<file path="src/design/sgdwu_pkg.sv">
// ============================================================================
// sgdwu_pkg
// Shared types and constants of the SGD weight update engine: item actions,
// register indexes, field widths and the controller/datapath signal groups.
// ============================================================================
package sgdwu_pkg;

    localparam int MAX_ROWS_DEF  = 256;
    localparam int MAX_COLS_DEF  = 1024;
    localparam int FRAC_BITS_DEF = 24;
    localparam int RATE_BITS     = 24;

    localparam int ACTION_W = 3;
    localparam int ROW_W    = 8;
    localparam int COL_W    = 10;
    localparam int DATA_W   = 32;
    localparam int CFG_IDX_W  = 2;
    localparam int CFG_DATA_W = 24;
    localparam int ROWS_USE_W = 9;
    localparam int COLS_USE_W = 11;

    localparam logic [RATE_BITS-1:0]  LEARN_RATE_RST  = 24'd1677722;
    localparam logic [RATE_BITS-1:0]  DECAY_RATE_RST  = 24'd17;
    localparam logic [ROWS_USE_W-1:0] ROWS_IN_USE_RST = 9'd256;
    localparam logic [COLS_USE_W-1:0] COLS_IN_USE_RST = 11'd1024;

    localparam logic signed [DATA_W-1:0] W_MAX = 32'sh7FFF_FFFF;
    localparam logic signed [DATA_W-1:0] W_MIN = 32'sh8000_0000;

    localparam logic [CFG_IDX_W-1:0] CFG_LEARN_RATE  = 2'd0;
    localparam logic [CFG_IDX_W-1:0] CFG_DECAY_RATE  = 2'd1;
    localparam logic [CFG_IDX_W-1:0] CFG_ROWS_IN_USE = 2'd2;
    localparam logic [CFG_IDX_W-1:0] CFG_COLS_IN_USE = 2'd3;

    typedef enum logic [ACTION_W-1:0] {
        ACT_LOAD_ACT     = 3'd0,
        ACT_LOAD_ERR     = 3'd1,
        ACT_WRITE_WEIGHT = 3'd2,
        ACT_READ_WEIGHT  = 3'd3,
        ACT_UPDATE_COL   = 3'd4,
        ACT_UPDATE_ROW   = 3'd5
    } action_t;

    typedef struct packed {
        logic item_ready;
        logic act_wr;
        logic err_wr;
        logic wt_wr;
        logic wt_rd;
        logic cnt_clear;
        logic sweep_issue;
        logic res_load;
    } sgdwu_cmd_t;

    typedef struct packed {
        logic    item_valid;
        action_t action;
        logic    item_ok;
        logic    sweep_empty;
        logic    sweep_last;
        logic    pipe_busy;
        logic    out_free;
    } sgdwu_stat_t;

endpackage

</file>
<file path="src/design/sgdwu_ctrl.sv">
// ============================================================================
// sgdwu_ctrl
// Controller of the engine: takes a request, runs the single access or the
// update sweep in the datapath, waits for the pipeline to drain and loads
// the result register.
// ============================================================================
module sgdwu_ctrl
    import sgdwu_pkg::*;
(
    input  logic        clk,
    input  logic        rst_n,
    input  sgdwu_stat_t stat,
    output sgdwu_cmd_t  cmd
);

    typedef enum logic [5:0] {
        ST_IDLE   = 6'b000001,
        ST_EXEC   = 6'b000010,
        ST_READ   = 6'b000100,
        ST_SWEEP  = 6'b001000,
        ST_DRAIN  = 6'b010000,
        ST_RESULT = 6'b100000
    } state_t;

    state_t state_reg;
    state_t state_next;

    always_ff @(posedge clk or negedge rst_n)
    begin
        if (!rst_n)
        begin
            state_reg <= ST_IDLE;
        end
        else
        begin
            state_reg <= state_next;
        end
    end

    always_comb
    begin
        state_next = state_reg;
        cmd        = '0;
        case (state_reg)
            ST_IDLE:
            begin
                cmd.item_ready = 1'b1;
                if (stat.item_valid)
                begin
                    state_next = ST_EXEC;
                end
            end
            ST_EXEC:
            begin
                state_next = ST_RESULT;
                case (stat.action)
                    ACT_LOAD_ACT:     cmd.act_wr = stat.item_ok;
                    ACT_LOAD_ERR:     cmd.err_wr = stat.item_ok;
                    ACT_WRITE_WEIGHT: cmd.wt_wr  = stat.item_ok;
                    ACT_READ_WEIGHT:
                    begin
                        if (stat.item_ok)
                        begin
                            cmd.wt_rd  = 1'b1;
                            state_next = ST_READ;
                        end
                    end
                    ACT_UPDATE_COL, ACT_UPDATE_ROW:
                    begin
                        if (stat.item_ok && !stat.sweep_empty)
                        begin
                            cmd.cnt_clear = 1'b1;
                            state_next    = ST_SWEEP;
                        end
                    end
                    default:
                    begin
                        state_next = ST_RESULT;
                    end
                endcase
            end
            ST_READ:
            begin
                state_next = ST_RESULT;
            end
            ST_SWEEP:
            begin
                cmd.sweep_issue = 1'b1;
                if (stat.sweep_last)
                begin
                    state_next = ST_DRAIN;
                end
            end
            ST_DRAIN:
            begin
                if (!stat.pipe_busy)
                begin
                    state_next = ST_RESULT;
                end
            end
            ST_RESULT:
            begin
                if (stat.out_free)
                begin
                    cmd.res_load = 1'b1;
                    state_next   = ST_IDLE;
                end
            end
            default:
            begin
                state_next = ST_IDLE;
            end
        endcase
    end

endmodule

</file>
<file path="config.mk">
export PLATFORM = sky130hd
export DESIGN_NAME = sgdwu_ctrl
export DESIGN_NICKNAME = d
export VERILOG_FILES = /design/src/design/sgdwu_pkg.sv /design/src/design/sgdwu_ctrl.sv
export SDC_FILE = /design/constraint.sdc
export NUM_CORES = 1
export LEC_CHECK = 0
export BUFFER_PORTS_ARGS = -buffer_cell sky130_fd_sc_hd__buf_2
export CELL_PAD_IN_SITES_DETAIL_PLACEMENT = 1
export CELL_PAD_IN_SITES_GLOBAL_PLACEMENT = 1
export CORE_AREA = 2 2 40 42
export CTS_BUF_LIST = sky130_fd_sc_hd__clkbuf_16
export CTS_CLUSTER_DIAMETER = 30
export CTS_CLUSTER_SIZE = 8
export DETAILED_ROUTE_END_ITERATION = 12
export DIE_AREA = 0 0 42 44
export PLACE_DENSITY_LB_ADDON = 0.1
export SLEW_MARGIN = 20
export SYNTH_ARGS = -nofsm -noshare
export SYNTH_HDL_FRONTEND = slang
export SYNTH_SLANG_ARGS = --single-unit
</file>
<file path="constraint.sdc">
create_clock -name clk -period 3.9 [get_ports clk]
set_input_delay 1.17 -clock clk [delete_from_list [all_inputs] [get_ports clk]]
set_output_delay 1.17 -clock clk [all_outputs]
set_load 0.01 [all_outputs]
</file>
==> results.txt <==
The run finished with clean final reports. The worst-case clock skew was 0.000244 ns. The clock passes through at most 2 buffers. The number of flip-flops in the largest register was 6; the post-synthesis net count was 61. Setup violations remaining at the end of the flow were counted as 0. The number of antenna repair diodes came out at 0. The number of antenna violations at the first check in global routing came out at 0. The floorplan step defined a die boundary enclosing 0.00185 mm^2. The routed design has 1210 um of wire. The synthesized design devotes to its leading area cell type 27.2% of total area. The number of nets in the finished design was 82. Setup total negative slack on the finished layout was measured at 0 ns. After floorplanning, the core was divided into 14 placement rows. At the end of routability-driven placement, the weighted congestion stood at 0.745. The flip-flop and latch count after synthesis was 6; the design internal power was 0.268 mW. The netlist uses 28 different library cells. The global-route congestion overflow total came out at 0. Of the total power, registers draw 26.6%. In the final routed layout, each cell accounts on average for 14.1 um. The tightest min-delay check is of the register to register type. Once the floorplan was initialized, standard cells occupied 32.5% of the core. The clock network fraction of total power was 42.5%; the number of gates resized after cts was 0. With fillers left out, the area of the finished cells amounts to 633 um^2. The later pin in the worst-skew pair is clocked with a latency of 0.22 ns. The number of levels the H-tree was split into came out at 1. Hold is met by 0.657 ns. The logs give 0 for the count of endpoints failing hold in the final timing report and 0 for the number of hold buffers added after cts. The number of filler instances in the final layout came out at 183. After synthesis, the cell types taking the most area are dfrtp_1, nor2_1, dfstp_2.

The tightest slew margin relative to the limit is 61.5%, and the chip width is 42 um. In this run the remaining antenna-violating nets after routing total 0. For hold timing, the worst endpoint is state_reg[0]. The leakage power total came out at 0.315 nW. In this run the count of I/O pins placed on the die edge is 19. The first global-routing pass estimated 2190 um of wire. The mapped netlist covers 460 um^2. In this run the power density over the cells is 614 mW/mm^2.

Derived from the worst setup path, the maximum achievable clock frequency is 320 MHz. Along the worst path, the maximum fanout reaches 7. The clock slew seen by the registers of the worst setup and hold paths is 0.03 ns, and the proportion of total power due to net switching is 31.2%.

The worst hold path begins at state_reg[0]. Global routing used 16.1% of the available tracks across all layers. The worst-margin pin slew was 0.573 ns. The worst setup slack for register-to-register paths was 2.35 ns. The yosys synthesis warning count came out at 0. The number of clock sinks came out at 6. Count of pins over their slew limit: 0.

The DRC violation total after the first TritonRoute iteration is 4, and the total DRC errors in the routed layout is 0. The count of cells in the finished layout, fillers not included, comes to 86. After clock tree synthesis, the setup repair step added 0 buffers. Fraction of final layout cells with drive strength greater than 1: 38.6%. After layout, the minimum clock period comes to 3.12 ns.

Averaged over all synthesized cells, the footprint is 9.21 um^2. The run gives 491 as the total number of vias. The critical path is of the input port to primary output type. The area growth from synthesis to layout is 37.5%. TritonCTS built the clock tree.

In the synthesized netlist, the number of instances is 50. The number of global-route vias before repair is 466, and the cell depth of the worst flop-to-flop path is 4. The type of element launching the critical path is an input port.

The period utilization was 80.0%; the depth of the worst hold-timing path was 2. The run gives 30.9% as the portion of total power attributed to combinational logic. The tools report the launch instance of the worst register-to-register path as state_reg[4]. The standard cell core area was 0.00142 mm^2. The critical path capture point type is a primary output. The largest net degree at the start of global routing came out at 10.

Summing the sequential cell areas from Yosys gives 32.9% of the chip area. For the endpoint required time on the critical path, the log shows 2.73 ns. The cell taking the most area after synthesis was dfrtp_1. During placement, the flow inserted port buffers numbering 18.

The reg-to-reg critical path endpoint is state_reg[4]. The run gives 0.121 mW as the switching power. The worst-case IR drop observed on VDD is 0.000397 V.

The cell sitting at the root of the clock tree is a clkbuf_16. Clock tree synthesis inserted a total of 3 buffers. The tools report the instance count after placement with tap cells included as 82. The number of vias per cell is 5.71. The logs give 0 for the number of max-cap violations and 1.95 ns for the data arrival time of the critical path. The die span in y works out to 44 um.

Setup repair after global routing left no endpoint under its margin. The first detailed-routing pass ran for 4 iterations. Once detailed placement completed, the half-perimeter wirelength came to 951 um. In this run the cell area measured after placement is 554 um^2.
-- cells in the mapped netlist (all sizes together) --
master / number
and3b: 1
xor2: 2
and4b: 1
nand3b: 2
a32o: 1
inv: 3
o22ai: 2
dfrtp: 5
clkbuf: 1
nor3b: 1
buf: 1
and4bb: 2
or3b: 1
nand3: 1
a22oi: 1
nor4: 3
nor2: 8
o21ai: 3
a21bo: 1
nor4b: 2
nand2: 2
o221ai: 1
a211oi: 1
nand4b: 1
dfstp: 1
nor4bb: 1
nor3: 1
-- layer usage --
metal  track usage, %  vias up  wire [um]
met5                0        -          0
met4             5.81        0          0
li1                 -      233          -
met3             5.00        0         78
met2             24.1       20        535
met1             21.9      238        600
-- stage by stage --
step	power, mW	util [%]	worst slack (ns)
global placement	0.225	39.1	0.791
global route	0.419	44.6	0.705
CTS	0.392	44.6	0.776
detailed placement	0.224	39.1	0.781
finish	0.389	44.6	0.780
floorplan	0.186	-	0.983
-- cell type report --
cell class                 count  area, um^2  share of cell area (%)
sequential                     6         151                    23.9
clock buffer                   3        75.1                    11.9
clock inverter                 1        3.75                   0.593
tap                           16        20.0                    3.16
timing repair buffer          18        90.1                    14.2
inverter                       3        11.3                    1.78
multi-input combinational     39         282                    44.5
-- cells in the final DEF, fill, tap and decap left out, drive strengths merged --
master | synthesis | routed
o21ai | 3 | 3
o22ai | 2 | 2
or3b | 1 | 1
dfstp | 1 | 1
nand3 | 1 | 1
dfrtp | 5 | 5
and4bb | 2 | 2
and4b | 1 | 1
nor4 | 3 | 3
nand3b | 2 | 2
a22oi | 1 | 1
o221ai | 1 | 1
buf | 1 | 18
a32o | 1 | 1
nand4b | 1 | 1
inv | 3 | 4
nand2 | 2 | 2
nor4b | 2 | 2
clkbuf | 1 | 3
xor2 | 2 | 2
nor3b | 1 | 1
nor4bb | 1 | 1
nor3 | 1 | 1
a21bo | 1 | 1
and3b | 1 | 1
a211oi | 1 | 1
nor2 | 8 | 8
-- power groups by stage --
stage               Combinational, mW  Clock, mW  Sequential (mW)
floorplan                      0.0891          0           0.0967
global placement                0.120          0            0.105
detailed placement              0.121          0            0.103
CTS                             0.121      0.167            0.103
global route                    0.136      0.175            0.108
finish                          0.120      0.165            0.103
-- logic make-up (layout without fill, tap and decap cells) --
| logic type | Yosys count | count (layout) | share of synthesized area, % |
|---|---|---|---|
| buffers and inverters | 5 | 25 | 5.98 |
| and+or+nand+nor | 27 | 27 | 38.6 |
| DFF | 6 | 6 | 32.9 |
| xor gates and xnor gates | 2 | 2 | 3.81 |
| AOI/OAI and AO/OA | 10 | 10 | 18.7 |
-- how the worst max path moves through the flow --
| stage | startpoint | end | slack (ns) |
|---|---|---|---|
| 3_5_place_dp | stat[6] | cmd[2] | 0.78 |
| 3_3_place_gp | stat[6] | cmd[2] | 0.79 |
| 6_report | stat[6] | cmd[2] | 0.78 |
| 5_1_grt | stat[6] | cmd[2] | 0.70 |
| 4_1_cts | stat[6] | cmd[2] | 0.78 |
| 2_1_floorplan | stat[6] | cmd[2] | 0.98 |
-- critical path: stages --
cell	delay [ns]
buf_2	0.13
or3b_1	0.42
nor2_1	0.10
buf_2	0.13
Power figures use the tool's default switching activity.
